===== src/rtl/ecpm_pkg.sv =====
// Shared types and codes for the elliptic-curve point add / scalar multiply core.
// No dependencies.
package ecpm_pkg;

  // Operation codes carried in the cmd field.
  localparam logic CMD_ADD = 1'b0;
  localparam logic CMD_MUL = 1'b1;

  // Configuration register indexes.
  localparam logic REG_CURVE_A     = 1'b0;
  localparam logic REG_FIELD_PRIME = 1'b1;

  // Handshake between the sequencer and a serial arithmetic unit.
  typedef struct packed {
    logic busy;
    logic done;
  } unit_stat_t;

  typedef enum logic [4:0] {
    ST_IDLE,
    ST_RED_GO,
    ST_RED_WAIT,
    ST_ADD_START,
    ST_TAN_GO,
    ST_TAN_WAIT,
    ST_TAN_3,
    ST_TAN_3B,
    ST_TAN_A,
    ST_EU_TEST,
    ST_EU_DIV_WAIT,
    ST_EU_MUL_GO,
    ST_EU_MUL_WAIT,
    ST_SL_GO,
    ST_SL_WAIT,
    ST_SQ_GO,
    ST_SQ_WAIT,
    ST_X_2,
    ST_Y_GO,
    ST_Y_WAIT,
    ST_ADD_END,
    ST_DONE
  } state_e;

endpackage


===== src/rtl/ecpm_if.sv =====
// Channel interfaces of the point core: input items, results, configuration writes.
// No dependencies.
interface ecpm_in_if #(
  parameter int FIELD_BITS  = 16,
  parameter int SCALAR_BITS = 16
);
  logic                   valid;
  logic                   ready;
  logic                   cmd;
  logic [FIELD_BITS-1:0]  first_x;
  logic [FIELD_BITS-1:0]  first_y;
  logic                   first_inf;
  logic [FIELD_BITS-1:0]  second_x;
  logic [FIELD_BITS-1:0]  second_y;
  logic                   second_inf;
  logic [SCALAR_BITS-1:0] scalar;

  modport source (output valid, cmd, first_x, first_y, first_inf, second_x, second_y,
                  second_inf, scalar, input ready);
  modport sink (input valid, cmd, first_x, first_y, first_inf, second_x, second_y,
                second_inf, scalar, output ready);
endinterface

interface ecpm_out_if #(
  parameter int FIELD_BITS = 16
);
  logic                  valid;
  logic                  ready;
  logic [FIELD_BITS-1:0] result_x;
  logic [FIELD_BITS-1:0] result_y;
  logic                  result_inf;

  modport source (output valid, result_x, result_y, result_inf, input ready);
  modport sink (input valid, result_x, result_y, result_inf, output ready);
endinterface

interface ecpm_cfg_if #(
  parameter int DATA_BITS = 16
);
  logic                 valid;
  logic                 ready;
  logic                 index;
  logic [DATA_BITS-1:0] data;

  modport source (output valid, index, data, input ready);
  modport sink (input valid, index, data, output ready);
endinterface


===== src/rtl/ecpm_modmul.sv =====
// Bit-serial modular multiplier: (mplier * mcand) mod p, one multiplier bit per cycle.
// Depends on ecpm_pkg. mcand must already be below p.
module ecpm_modmul #(
  parameter int FB = 16,
  parameter int MW = 16
) (
  input  logic                     clk_i,
  input  logic                     rst_ni,
  input  logic                     start_i,
  input  logic [MW-1:0]            mplier_i,
  input  logic [FB-1:0]            mcand_i,
  input  logic [FB-1:0]            mod_i,
  output ecpm_pkg::unit_stat_t     stat_o,
  output logic [FB-1:0]            res_o
);
  import ecpm_pkg::*;

  localparam int CW = $clog2(MW + 1);

  logic [CW-1:0] cnt_q, cnt_d;
  logic          done_q, done_d;
  logic [MW-1:0] shr_q, shr_d;
  logic [FB-1:0] acc_q, acc_d, mcand_q, mcand_d, mod_q, mod_d;
  logic [FB+1:0] sum, p1, p2;

  // acc = 2*acc + bit*mcand, below 3p, brought back under p
  always_comb begin
    sum = {1'b0, acc_q, 1'b0} + (shr_q[MW-1] ? {2'b0, mcand_q} : '0);
    p1  = {2'b0, mod_q};
    p2  = {1'b0, mod_q, 1'b0};
    cnt_d   = cnt_q;
    done_d  = 1'b0;
    shr_d   = shr_q;
    acc_d   = acc_q;
    mcand_d = mcand_q;
    mod_d   = mod_q;
    if (start_i) begin
      cnt_d   = CW'(MW);
      shr_d   = mplier_i;
      acc_d   = '0;
      mcand_d = mcand_i;
      mod_d   = mod_i;
    end else if (cnt_q != '0) begin
      cnt_d = cnt_q - 1'b1;
      shr_d = shr_q << 1;
      if (sum >= p2) begin
        acc_d = FB'(sum - p2);
      end else if (sum >= p1) begin
        acc_d = FB'(sum - p1);
      end else begin
        acc_d = FB'(sum);
      end
      done_d = (cnt_q == CW'(1));
    end
  end

  always_ff @(posedge clk_i or negedge rst_ni) begin
    if (!rst_ni) begin
      cnt_q  <= '0;
      done_q <= 1'b0;
    end else begin
      cnt_q  <= cnt_d;
      done_q <= done_d;
    end
  end

  always_ff @(posedge clk_i) begin
    shr_q   <= shr_d;
    acc_q   <= acc_d;
    mcand_q <= mcand_d;
    mod_q   <= mod_d;
  end

  assign stat_o.busy = (cnt_q != '0);
  assign stat_o.done = done_q;
  assign res_o       = acc_q;

endmodule


===== src/rtl/ecpm_div.sv =====
// Restoring serial divider: quotient and remainder, one quotient bit per cycle.
// Depends on ecpm_pkg. Divisor must be nonzero.
module ecpm_div #(
  parameter int FB = 16
) (
  input  logic                 clk_i,
  input  logic                 rst_ni,
  input  logic                 start_i,
  input  logic [FB-1:0]        dividend_i,
  input  logic [FB-1:0]        divisor_i,
  output ecpm_pkg::unit_stat_t stat_o,
  output logic [FB-1:0]        quot_o,
  output logic [FB-1:0]        rem_o
);
  import ecpm_pkg::*;

  localparam int CW = $clog2(FB + 1);

  logic [CW-1:0] cnt_q, cnt_d;
  logic          done_q, done_d;
  logic [FB-1:0] dvd_q, dvd_d, dsr_q, dsr_d, rem_q, rem_d, quo_q, quo_d;
  logic [FB:0]   trial;
  logic          ge;

  always_comb begin
    trial  = {rem_q, dvd_q[FB-1]};
    ge     = (trial >= {1'b0, dsr_q});
    cnt_d  = cnt_q;
    done_d = 1'b0;
    dvd_d  = dvd_q;
    dsr_d  = dsr_q;
    rem_d  = rem_q;
    quo_d  = quo_q;
    if (start_i) begin
      cnt_d = CW'(FB);
      dvd_d = dividend_i;
      dsr_d = divisor_i;
      rem_d = '0;
      quo_d = '0;
    end else if (cnt_q != '0) begin
      cnt_d  = cnt_q - 1'b1;
      dvd_d  = dvd_q << 1;
      rem_d  = ge ? FB'(trial - {1'b0, dsr_q}) : FB'(trial);
      quo_d  = {quo_q[FB-2:0], ge};
      done_d = (cnt_q == CW'(1));
    end
  end

  always_ff @(posedge clk_i or negedge rst_ni) begin
    if (!rst_ni) begin
      cnt_q  <= '0;
      done_q <= 1'b0;
    end else begin
      cnt_q  <= cnt_d;
      done_q <= done_d;
    end
  end

  always_ff @(posedge clk_i) begin
    dvd_q <= dvd_d;
    dsr_q <= dsr_d;
    rem_q <= rem_d;
    quo_q <= quo_d;
  end

  assign stat_o.busy = (cnt_q != '0);
  assign stat_o.done = done_q;
  assign quot_o      = quo_q;
  assign rem_o       = rem_q;

endmodule


===== src/rtl/ec_point_add_scalar_mult_core.sv =====
// Top level: affine point add / double-and-add scalar multiply over GF(p).
// Depends on ecpm_pkg, ecpm_if, ecpm_modmul, ecpm_div.
//
//  channel | dir | beat fields
//  --------+-----+--------------------------------------------------------------
//  in_i    | in  | cmd, first_x/y/inf, second_x/y/inf, scalar
//  out_o   | out | result_x, result_y, result_inf
//  cfg_i   | in  | index (0 curve_a, 1 field_prime), data
//
//  One item at a time; in_i.ready is high only while the sequencer is idle.
//  Cost is set by the serial multiplier (MW = max(FIELD_BITS,16)), shared by
//  every reduction and multiply, and the divider used by Euclid. Each item first runs
//  5 (add) or 3 (multiply) reductions; a point add then takes 3 (chord) or 4
//  (tangent) multiplies plus one Euclid pass of up to ~1.5*FIELD_BITS rounds, each
//  one divide and one multiply; a scalar multiply runs up to 2*SCALAR_BITS point
//  adds. A finished result waits in out_o while the next beat is taken. Reset
//  loads curve_a = -3, field_prime = 139; no memory.
module ec_point_add_scalar_mult_core #(
  parameter int FIELD_BITS  = 16,
  parameter int SCALAR_BITS = 16
) (
  input  logic       clk_i,
  input  logic       rst_ni,
  ecpm_in_if.sink    in_i,
  ecpm_out_if.source out_o,
  ecpm_cfg_if.sink   cfg_i
);
  import ecpm_pkg::*;

  localparam int FB  = FIELD_BITS;
  localparam int SB  = SCALAR_BITS;
  localparam int MW  = (FB > 16) ? FB : 16;
  localparam int BLW = $clog2(SB + 1);

  function automatic logic [FB-1:0] mod_add(input logic [FB-1:0] x, input logic [FB-1:0] y,
                                            input logic [FB-1:0] m);
    logic [FB:0] s;
    s = {1'b0, x} + {1'b0, y};
    return (s >= {1'b0, m}) ? FB'(s - {1'b0, m}) : FB'(s);
  endfunction

  function automatic logic [FB-1:0] mod_sub(input logic [FB-1:0] x, input logic [FB-1:0] y,
                                            input logic [FB-1:0] m);
    return (x >= y) ? FB'(x - y) : FB'(x - y + m);
  endfunction

  state_e state_q, state_d;

  // configuration
  logic [15:0]   ca_q;
  logic [FB-1:0] fp_q;

  // item registers
  logic           cmd_q, out_valid_q;
  logic [FB-1:0]  raw_fx_q, raw_fy_q, raw_sx_q, raw_sy_q;
  logic           sinf_q, pinf_q, qinf_q, rinf_q;
  logic [SB-1:0]  k_q;
  logic [BLW-1:0] bits_left_q;
  logic           phase_q;
  logic [2:0]     red_sel_q;
  logic [FB-1:0]  a_q, px_q, py_q, qx_q, qy_q, rx_q, ry_q;
  logic [FB-1:0]  num_q, tx_q, slope_q;
  logic [FB-1:0]  r0_q, r1_q, t0_q, t1_q, quo_q, rn_q;
  logic [FB-1:0]  ox_q, oy_q;
  logic           oinf_q;

  // serial units
  logic          mul_start, div_start;
  logic [MW-1:0] mul_a;
  logic [FB-1:0] mul_b, mul_res, div_quo, div_rem;
  unit_stat_t    mul_st, div_st;

  logic          in_fire, red_last, distinct, out_load;
  logic [15:0]   a_mag;

  assign in_fire  = in_i.valid && in_i.ready;
  assign red_last = (red_sel_q == 3'd4) || (cmd_q == CMD_MUL && red_sel_q == 3'd2);
  assign distinct = (rx_q != qx_q) || (ry_q != qy_q);
  assign out_load = (state_q == ST_DONE) && (!out_valid_q || out_o.ready);
  // magnitude of a negative curve_a, reduced then negated mod p
  assign a_mag    = ca_q[15] ? (~ca_q + 16'd1) : ca_q;

  ecpm_modmul #(.FB(FB), .MW(MW)) u_mul (
    .clk_i, .rst_ni,
    .start_i  (mul_start),
    .mplier_i (mul_a),
    .mcand_i  (mul_b),
    .mod_i    (fp_q),
    .stat_o   (mul_st),
    .res_o    (mul_res)
  );

  ecpm_div #(.FB(FB)) u_div (
    .clk_i, .rst_ni,
    .start_i    (div_start),
    .dividend_i (r0_q),
    .divisor_i  (r1_q),
    .stat_o     (div_st),
    .quot_o     (div_quo),
    .rem_o      (div_rem)
  );

  // next state
  always_comb begin
    state_d = state_q;
    case (state_q)
      ST_IDLE:        if (in_fire) state_d = (fp_q < FB'(2)) ? ST_DONE : ST_RED_GO;
      ST_RED_GO:      state_d = ST_RED_WAIT;
      ST_RED_WAIT:    if (mul_st.done) state_d = red_last ? ST_ADD_START : ST_RED_GO;
      ST_ADD_START: begin
        if (rinf_q || qinf_q) state_d = ST_ADD_END;
        else if (distinct)    state_d = ST_EU_TEST;
        else                  state_d = ST_TAN_GO;
      end
      ST_TAN_GO:      state_d = ST_TAN_WAIT;
      ST_TAN_WAIT:    if (mul_st.done) state_d = ST_TAN_3;
      ST_TAN_3:       state_d = ST_TAN_3B;
      ST_TAN_3B:      state_d = ST_TAN_A;
      ST_TAN_A:       state_d = ST_EU_TEST;
      ST_EU_TEST: begin
        if (r1_q != '0)          state_d = ST_EU_DIV_WAIT;
        else if (r0_q == FB'(1)) state_d = ST_SL_GO;
        else                     state_d = ST_ADD_END;
      end
      ST_EU_DIV_WAIT: if (div_st.done) state_d = ST_EU_MUL_GO;
      ST_EU_MUL_GO:   state_d = ST_EU_MUL_WAIT;
      ST_EU_MUL_WAIT: if (mul_st.done) state_d = ST_EU_TEST;
      ST_SL_GO:       state_d = ST_SL_WAIT;
      ST_SL_WAIT:     if (mul_st.done) state_d = ST_SQ_GO;
      ST_SQ_GO:       state_d = ST_SQ_WAIT;
      ST_SQ_WAIT:     if (mul_st.done) state_d = ST_X_2;
      ST_X_2:         state_d = ST_Y_GO;
      ST_Y_GO:        state_d = ST_Y_WAIT;
      ST_Y_WAIT:      if (mul_st.done) state_d = ST_ADD_END;
      ST_ADD_END: begin
        if (cmd_q == CMD_ADD)                    state_d = ST_DONE;
        else if (!phase_q && k_q[SB-1])          state_d = ST_ADD_START;
        else if (bits_left_q == BLW'(1))         state_d = ST_DONE;
        else                                     state_d = ST_ADD_START;
      end
      ST_DONE:        if (out_load) state_d = ST_IDLE;
      default:        state_d = ST_IDLE;
    endcase
  end

  // unit starts and operand selection
  always_comb begin
    mul_start = 1'b0;
    mul_a     = '0;
    mul_b     = '0;
    div_start = 1'b0;
    case (state_q)
      ST_RED_GO: begin
        // x * 1 mod p reduces an unreduced operand
        mul_start = 1'b1;
        mul_b     = FB'(1);
        case (red_sel_q)
          3'd0:    mul_a = MW'(a_mag);
          3'd1:    mul_a = MW'(raw_fx_q);
          3'd2:    mul_a = MW'(raw_fy_q);
          3'd3:    mul_a = MW'(raw_sx_q);
          default: mul_a = MW'(raw_sy_q);
        endcase
      end
      ST_TAN_GO: begin
        mul_start = 1'b1;
        mul_a     = MW'(rx_q);
        mul_b     = rx_q;
      end
      ST_EU_TEST:   div_start = (r1_q != '0);
      ST_EU_MUL_GO: begin
        mul_start = 1'b1;
        mul_a     = MW'(quo_q);
        mul_b     = t1_q;
      end
      ST_SL_GO: begin
        mul_start = 1'b1;
        mul_a     = MW'(num_q);
        mul_b     = t0_q;
      end
      ST_SQ_GO: begin
        mul_start = 1'b1;
        mul_a     = MW'(slope_q);
        mul_b     = slope_q;
      end
      ST_Y_GO: begin
        mul_start = 1'b1;
        mul_a     = MW'(slope_q);
        mul_b     = mod_sub(rx_q, tx_q, fp_q);
      end
      default: ;
    endcase
  end

  assign in_i.ready       = (state_q == ST_IDLE);
  assign cfg_i.ready      = 1'b1;
  assign out_o.valid      = out_valid_q;
  assign out_o.result_x   = ox_q;
  assign out_o.result_y   = oy_q;
  assign out_o.result_inf = oinf_q;

  always_ff @(posedge clk_i or negedge rst_ni) begin
    if (!rst_ni) begin
      state_q     <= ST_IDLE;
      out_valid_q <= 1'b0;
      ca_q        <= 16'hFFFD;
      fp_q        <= FB'(139);
    end else begin
      state_q <= state_d;
      if (out_load)          out_valid_q <= 1'b1;
      else if (out_o.ready)  out_valid_q <= 1'b0;
      if (cfg_i.valid) begin
        case (cfg_i.index)
          REG_CURVE_A:     ca_q <= cfg_i.data[15:0];
          REG_FIELD_PRIME: fp_q <= cfg_i.data[FB-1:0];
          default: ;
        endcase
      end
    end
  end

  // datapath
  always_ff @(posedge clk_i) begin
    case (state_q)
      ST_IDLE: if (in_fire) begin
        cmd_q     <= in_i.cmd;
        raw_fx_q  <= in_i.first_x;
        raw_fy_q  <= in_i.first_y;
        pinf_q    <= in_i.first_inf;
        raw_sx_q  <= in_i.second_x;
        raw_sy_q  <= in_i.second_y;
        sinf_q    <= in_i.second_inf;
        k_q       <= in_i.scalar;
        red_sel_q <= '0;
        rinf_q    <= 1'b1;
        rx_q      <= '0;
        ry_q      <= '0;
      end
      ST_RED_WAIT: if (mul_st.done) begin
        red_sel_q <= red_sel_q + 3'd1;
        case (red_sel_q)
          3'd0:    a_q  <= (ca_q[15] && mul_res != '0) ? fp_q - mul_res : mul_res;
          3'd1:    px_q <= mul_res;
          3'd2:    py_q <= mul_res;
          3'd3:    qx_q <= mul_res;
          default: qy_q <= mul_res;
        endcase
        if (red_last) begin
          if (cmd_q == CMD_ADD) begin
            rx_q   <= px_q;
            ry_q   <= py_q;
            rinf_q <= pinf_q;
            qinf_q <= sinf_q;
          end else begin
            // double-and-add from infinity; first step doubles R
            rinf_q      <= 1'b1;
            qinf_q      <= 1'b1;
            bits_left_q <= BLW'(SB);
            phase_q     <= 1'b0;
          end
        end
      end
      ST_ADD_START: begin
        if (rinf_q) begin
          rx_q   <= qx_q;
          ry_q   <= qy_q;
          rinf_q <= qinf_q;
        end else if (!qinf_q && distinct) begin
          // chord slope
          num_q <= mod_sub(qy_q, ry_q, fp_q);
          r0_q  <= fp_q;
          r1_q  <= mod_sub(qx_q, rx_q, fp_q);
          t0_q  <= '0;
          t1_q  <= FB'(1);
        end
      end
      ST_TAN_WAIT: if (mul_st.done) tx_q <= mul_res;
      ST_TAN_3:  num_q <= mod_add(tx_q, tx_q, fp_q);
      ST_TAN_3B: num_q <= mod_add(num_q, tx_q, fp_q);
      ST_TAN_A: begin
        // tangent slope: (3x^2 + a) / 2y
        num_q <= mod_add(num_q, a_q, fp_q);
        r0_q  <= fp_q;
        r1_q  <= mod_add(ry_q, ry_q, fp_q);
        t0_q  <= '0;
        t1_q  <= FB'(1);
      end
      ST_EU_TEST: if (r1_q == '0 && r0_q != FB'(1)) rinf_q <= 1'b1;
      ST_EU_DIV_WAIT: if (div_st.done) begin
        quo_q <= div_quo;
        rn_q  <= div_rem;
      end
      ST_EU_MUL_WAIT: if (mul_st.done) begin
        // Bezout coefficient kept reduced mod p
        t1_q <= mod_sub(t0_q, mul_res, fp_q);
        t0_q <= t1_q;
        r0_q <= r1_q;
        r1_q <= rn_q;
      end
      ST_SL_WAIT: if (mul_st.done) slope_q <= mul_res;
      ST_SQ_WAIT: if (mul_st.done) tx_q <= mod_sub(mul_res, rx_q, fp_q);
      ST_X_2:     tx_q <= mod_sub(tx_q, qx_q, fp_q);
      ST_Y_WAIT: if (mul_st.done) begin
        ry_q   <= mod_sub(mul_res, ry_q, fp_q);
        rx_q   <= tx_q;
        rinf_q <= 1'b0;
      end
      ST_ADD_END: if (cmd_q == CMD_MUL) begin
        if (!phase_q && k_q[SB-1]) begin
          qx_q    <= px_q;
          qy_q    <= py_q;
          qinf_q  <= pinf_q;
          phase_q <= 1'b1;
        end else begin
          k_q         <= k_q << 1;
          bits_left_q <= bits_left_q - 1'b1;
          phase_q     <= 1'b0;
          qx_q        <= rx_q;
          qy_q        <= ry_q;
          qinf_q      <= rinf_q;
        end
      end
      ST_DONE: if (out_load) begin
        ox_q   <= rinf_q ? '0 : rx_q;
        oy_q   <= rinf_q ? '0 : ry_q;
        oinf_q <= rinf_q;
      end
      default: ;
    endcase
  end

`ifndef SYNTHESIS
  a_mul_idle: assert property (@(posedge clk_i) disable iff (!rst_ni)
    mul_start |-> !mul_st.busy)
    else $error("multiplier started while busy");

  a_div_nonzero: assert property (@(posedge clk_i) disable iff (!rst_ni)
    div_start |-> (r1_q != '0) && !div_st.busy)
    else $error("divider started with zero divisor or while busy");

  a_one_item: assert property (@(posedge clk_i) disable iff (!rst_ni)
    in_fire |=> !in_i.ready)
    else $error("second beat taken while an item is in flight");

  a_inf_zero: assert property (@(posedge clk_i) disable iff (!rst_ni)
    (out_o.valid && out_o.result_inf) |-> (out_o.result_x == '0 && out_o.result_y == '0))
    else $error("infinite result with nonzero coordinates");
`endif

endmodule

===== src/flat_wrapper.sv =====
// flat-port wrapper written by rule: the top's interface ports become plain ports
module ec_point_add_scalar_mult_core_flat import ecpm_pkg::*;
#(
  parameter int FIELD_BITS  = 16,
  parameter int SCALAR_BITS = 16
)
  (clk_i, rst_ni, in_i_valid, in_i_cmd, in_i_first_x, in_i_first_y, in_i_first_inf, in_i_second_x, in_i_second_y, in_i_second_inf, in_i_scalar, in_i_ready, out_o_valid, out_o_result_x, out_o_result_y, out_o_result_inf, out_o_ready, cfg_i_valid, cfg_i_index, cfg_i_data, cfg_i_ready);
  ecpm_in_if #(.FIELD_BITS(FIELD_BITS), .SCALAR_BITS(SCALAR_BITS)) in_i_i ();
  ecpm_out_if #(.FIELD_BITS(FIELD_BITS)) out_o_i ();
  ecpm_cfg_if cfg_i_i ();
  input  logic clk_i;
  input  logic rst_ni;
  input wire logic [$bits(in_i_i.valid)-1:0] in_i_valid;
  input wire logic [$bits(in_i_i.cmd)-1:0] in_i_cmd;
  input wire logic [$bits(in_i_i.first_x)-1:0] in_i_first_x;
  input wire logic [$bits(in_i_i.first_y)-1:0] in_i_first_y;
  input wire logic [$bits(in_i_i.first_inf)-1:0] in_i_first_inf;
  input wire logic [$bits(in_i_i.second_x)-1:0] in_i_second_x;
  input wire logic [$bits(in_i_i.second_y)-1:0] in_i_second_y;
  input wire logic [$bits(in_i_i.second_inf)-1:0] in_i_second_inf;
  input wire logic [$bits(in_i_i.scalar)-1:0] in_i_scalar;
  output wire logic [$bits(in_i_i.ready)-1:0] in_i_ready;
  output wire logic [$bits(out_o_i.valid)-1:0] out_o_valid;
  output wire logic [$bits(out_o_i.result_x)-1:0] out_o_result_x;
  output wire logic [$bits(out_o_i.result_y)-1:0] out_o_result_y;
  output wire logic [$bits(out_o_i.result_inf)-1:0] out_o_result_inf;
  input wire logic [$bits(out_o_i.ready)-1:0] out_o_ready;
  input wire logic [$bits(cfg_i_i.valid)-1:0] cfg_i_valid;
  input wire logic [$bits(cfg_i_i.index)-1:0] cfg_i_index;
  input wire logic [$bits(cfg_i_i.data)-1:0] cfg_i_data;
  output wire logic [$bits(cfg_i_i.ready)-1:0] cfg_i_ready;
  assign in_i_i.valid = in_i_valid;
  assign in_i_i.cmd = in_i_cmd;
  assign in_i_i.first_x = in_i_first_x;
  assign in_i_i.first_y = in_i_first_y;
  assign in_i_i.first_inf = in_i_first_inf;
  assign in_i_i.second_x = in_i_second_x;
  assign in_i_i.second_y = in_i_second_y;
  assign in_i_i.second_inf = in_i_second_inf;
  assign in_i_i.scalar = in_i_scalar;
  assign in_i_ready = in_i_i.ready;
  assign out_o_valid = out_o_i.valid;
  assign out_o_result_x = out_o_i.result_x;
  assign out_o_result_y = out_o_i.result_y;
  assign out_o_result_inf = out_o_i.result_inf;
  assign out_o_i.ready = out_o_ready;
  assign cfg_i_i.valid = cfg_i_valid;
  assign cfg_i_i.index = cfg_i_index;
  assign cfg_i_i.data = cfg_i_data;
  assign cfg_i_ready = cfg_i_i.ready;
  ec_point_add_scalar_mult_core #(.FIELD_BITS(FIELD_BITS), .SCALAR_BITS(SCALAR_BITS)) u_core (.clk_i(clk_i), .rst_ni(rst_ni), .in_i(in_i_i), .out_o(out_o_i), .cfg_i(cfg_i_i));
endmodule

===== config.mk =====
export PLATFORM = sky130hd
export DESIGN_NAME = ec_point_add_scalar_mult_core_flat
export DESIGN_NICKNAME = d
export VERILOG_FILES = /design/src/rtl/ecpm_pkg.sv /design/src/rtl/ecpm_if.sv /design/src/rtl/ecpm_modmul.sv /design/src/rtl/ecpm_div.sv /design/src/rtl/ec_point_add_scalar_mult_core.sv /design/src/flat_wrapper.sv
export SDC_FILE = /design/constraint.sdc
export NUM_CORES = 2
export LEC_CHECK = 0
export ABC_CLOCK_PERIOD_IN_PS = 5900
export BUFFER_PORTS_ARGS = -buffer_cell sky130_fd_sc_hd__buf_4
export CELL_PAD_IN_SITES_DETAIL_PLACEMENT = 0
export CELL_PAD_IN_SITES_GLOBAL_PLACEMENT = 2
export CORE_MARGIN = 10
export CORE_UTILIZATION = 41
export CTS_CLUSTER_SIZE = 24
export DETAILED_ROUTE_END_ITERATION = 6
export PLACE_DENSITY = 0.8
export SETUP_SLACK_MARGIN = 0.1
export SLEW_MARGIN = 20
export SYNTH_ARGS = -nofsm -noshare
export SYNTH_HDL_FRONTEND = slang
export SYNTH_HIERARCHICAL = 1
export SYNTH_SLANG_ARGS = --single-unit

===== constraint.sdc =====
create_clock -name clk_i -period 5.9 [get_ports clk_i]
set_clock_uncertainty 0.15 [all_clocks]
set_input_delay 0.295 -clock clk_i [delete_from_list [all_inputs] [get_ports clk_i]]
set_output_delay 0.295 -clock clk_i [all_outputs]
set_load 0.02 [all_outputs]

==> impl_metrics.py <==
metrics = {
    "synthesis": {
        "netlist_area_um2": 43540,
        "ys_async_sr_fraction_pct": 8.913,
        "synthMuxAreaShare_pct": 4.370,
        "synth_top_family_by_area": "compound AO/OA/AOI/OAI gates",
        "synth_nets": 5168,
        "synth_cell_type_count": 105,
        "synth_compound_area_share_pct": 20.59,
        "synth-edff-count": 463,
        "yosysWarningCount": 6,
        "ys_seq_area_share_pct": 37.06,
        "synth-simple-area-share_pct": 15.00,
        "synth_xor_area_share_pct": 6.276,
        "syn-instance-count": 4633,
        "ys.flop_type": "edfxtp_1",
        "synth-adder-area-share_pct": 12.79,
        "avgSynthCellArea_um2": 9.399,
        "synth_seq_cells": 561,
    },
    "setup_path": {
        "rr_endpoint": "u_core/num_q[13]$_DFFE_PP_",
        "cp.required_ps": 6160,
        "arrival_ps": 5720,
        "worstSetupStartpointType": "flop",
        "ff2ff_path_depth": 19,
        "reg2reg_from": "u_core/num_q[0]$_DFFE_PP_",
        "crit_type": "reg2reg",
        "cp-end-kind": "flop",
        "reg2reg_slack_ps": 440,
        "path_max_fanout": 29,
    },
    "clock_network": {
        "clk_pin_slew_ps": 60,
        "cts.sinks": 561,
        "cts_buffer_depth": 3,
        "htreeDepth": 3,
        "clock_latency_ps": 670,
        "cts_made_buffers": 67,
        "root_buffer": "clkbuf_16",
        "cts_tree": "done",
    },
    "grt": {
        "gr-total-overflow": 0,
        "grt_antenna_before_repair": 25,
        "grt_use_total_pct": 28.59,
        "grt_pass1_wl_um": 255300,
        "grt_max_degree": 70,
        "grt_pass1_vias": 36750,
    },
    "layout": {
        "layout_common_cells": "edfxtp_1 (463), nand2_1 (418), ha_1 (405)",
        "drive_gt1_share_pct": 11.18,
        "area_delta_synth_final_pct": 15.17,
        "layout_commonest_cell": "edfxtp_1",
        "nets": 5456,
    },
    "placement": {
        "gp_congestion": 0.9642,
        "dp_hpwl_um": 134500,
        "numPortBuffers": 139,
    },
    "die": {
        "die_area_um2": 119600,
        "die_h_um": 345.9,
        "io_pins": 141,
        "core_region_area_um2": 105400,
        "start_util_pct": 41.31,
        "fp.dieW_um": 345.9,
        "row_count": 119,
    },
    "timing": {
        "worstMarginPinSlew_ps": 1132,
        "tns_ps": 0,
        "rsz0062_at_grt": "false",
        "maxSlewHeadroom_pct": 24.54,
        "setup-violations-final": 0,
        "max_freq_mhz": 183.1,
        "hold_viol": 0,
        "period_needed_ps": 5461,
        "finalCritPeriodShare_pct": 92.55,
        "final_max_slew_viol_count": 0,
    },
    "detailed_routing": {
        "drt_iter0_drc": 4463,
        "routed_wl_um": 178400,
        "ant_nets": 0,
        "dr.pass1.iters": 7,
        "drcViolationCount": 4,
        "wl_per_cell_um": 28.00,
        "via_per_inst": 6.105,
        "vias": 38900,
    },
    "run": {
        "max_cap_violations": 0,
    },
    "outcome": {
        "status": "complete, but fails checks",
        "violations": "DRC",
    },
    "worst_hold_path": {
        "hold_class": "in2async",
    },
}
[worst max path at each step]
stage / depth (start not counted) / startpoint / to
finish: 19 / u_core/num_q[0]$_DFFE_PP_ / u_core/num_q[13]$_DFFE_PP_
global route: 17 / u_core/tx_q[0]$_DFFE_PP_ / u_core/num_q[8]$_DFFE_PP_
CTS: 17 / u_core/tx_q[0]$_DFFE_PP_ / u_core/num_q[4]$_DFFE_PP_
detailed placement: 17 / u_core/tx_q[0]$_DFFE_PP_ / u_core/num_q[3]$_DFFE_PP_
global placement: 17 / u_core/num_q[0]$_DFFE_PP_ / u_core/num_q[2]$_DFFE_PP_
floorplan: 8 / u_core/state_q[1]$_DFFE_PN0P_ / u_core/u_mul/shr_q[10]$_DFFE_PP_
[stage by stage]
| stage | utilization [%] | area (um2) | instances | hold WS [ps] | worst slack, ps |
|---|---|---|---|---|---|
| 2_1_floorplan | - | 43540 | 4633 | -150.6 | 781.2 |
| 3_3_place_gp | 44.40 | 46800 | 6140 | 241.6 | 306.9 |
| 3_5_place_dp | 44.40 | 46810 | 6140 | 246.6 | 195.3 |
| 4_1_cts | 47.54 | 50120 | 6365 | 47.86 | 151.3 |
| 5_1_grt | 47.56 | 50130 | 6366 | 85.87 | 150.9 |
| 6_report | 47.57 | 50150 | 6372 | 76.02 | 439.4 |
[cell families (layout without fill, tap and decap cells)]
family                     count (synthesis)  count (layout)
xor gates and xnor gates                 312             312
other                                      1               7
muxes                                    179             179
buffers and inverters                    435             777
DFF                                      561             561
AOI/OAI and AO/OA                       1326            1326
and+or+nand+nor                         1389            1389
adders and majority gates                430             430
[per-layer routing]
metal | share of wire (%) | up-vias | global-route usage, %
met2 | 42 | 1777 | 42.60
met5 | 0.040 | - | 0
met1 | 43 | 18830 | 39.12
li1 | - | 17970 | -
met4 | 4.7 | 10 | 12.36
met3 | 9.6 | 319 | 6.768
[synthesized netlist by cell type (73+ instances only)]
cell type	number	area, um2
clkbuf_1	124	465.5
a21o_1	107	803.3
o21ai_0	242	1211
nand3_1	93	465.5
a31oi_1	78	488.0
mux2_2	73	822.0
xnor2_1	232	2032
nor3_1	122	610.6
a21oi_1	333	1667
nand2_1	418	1569
xor2_1	80	700.7
ha_1	405	5067
nor2_1	398	1494
mux2i_1	102	1021
edfxtp_1	463	13900
inv_1	285	1070
[final cells by class]
| cell class | count | area (um2) |
|---|---|---|
| diodes | 6 | 15.01 |
| clock buffers | 88 | 1867 |
| clock inverters | 35 | 421.7 |
| fillers | 10150 | 55270 |
| inverters | 289 | 1085 |
| multi-input cells | 3637 | 25870 |
| flip-flops and latches | 561 | 16140 |
| well taps | 1391 | 1740 |
| repair buffers | 365 | 3008 |
[repair_timing]
item | CTS | global route
resized for setup | 0 | 3
setup endpoints to repair | 0 | 16
setup buffers | 0 | 1
hold buffers | 102 | 0
endpoints found under the hold margin | 166 | 0
[critical path, stage by stage (launching register included)]
cell and delay (ps):
edfxtp_1 460, ha_1 260, fa_1 410, a21oi_1 260, o2111ai_1 270, o311ai_1 410, nand2_1 150, a311oi_1 320
o21bai_1 110, xor2_1 220, ha_1 280, and4_1 210, nor2b_1 130, a311oi_1 260, o221ai_1 170, a211oi_2 300
buf_12 210, nor2_1 80, a22o_1 260, a211o_1 270
Power is not shown: default switching activity piles up to over one toggle a cycle in this logic, so the estimate is an artifact.
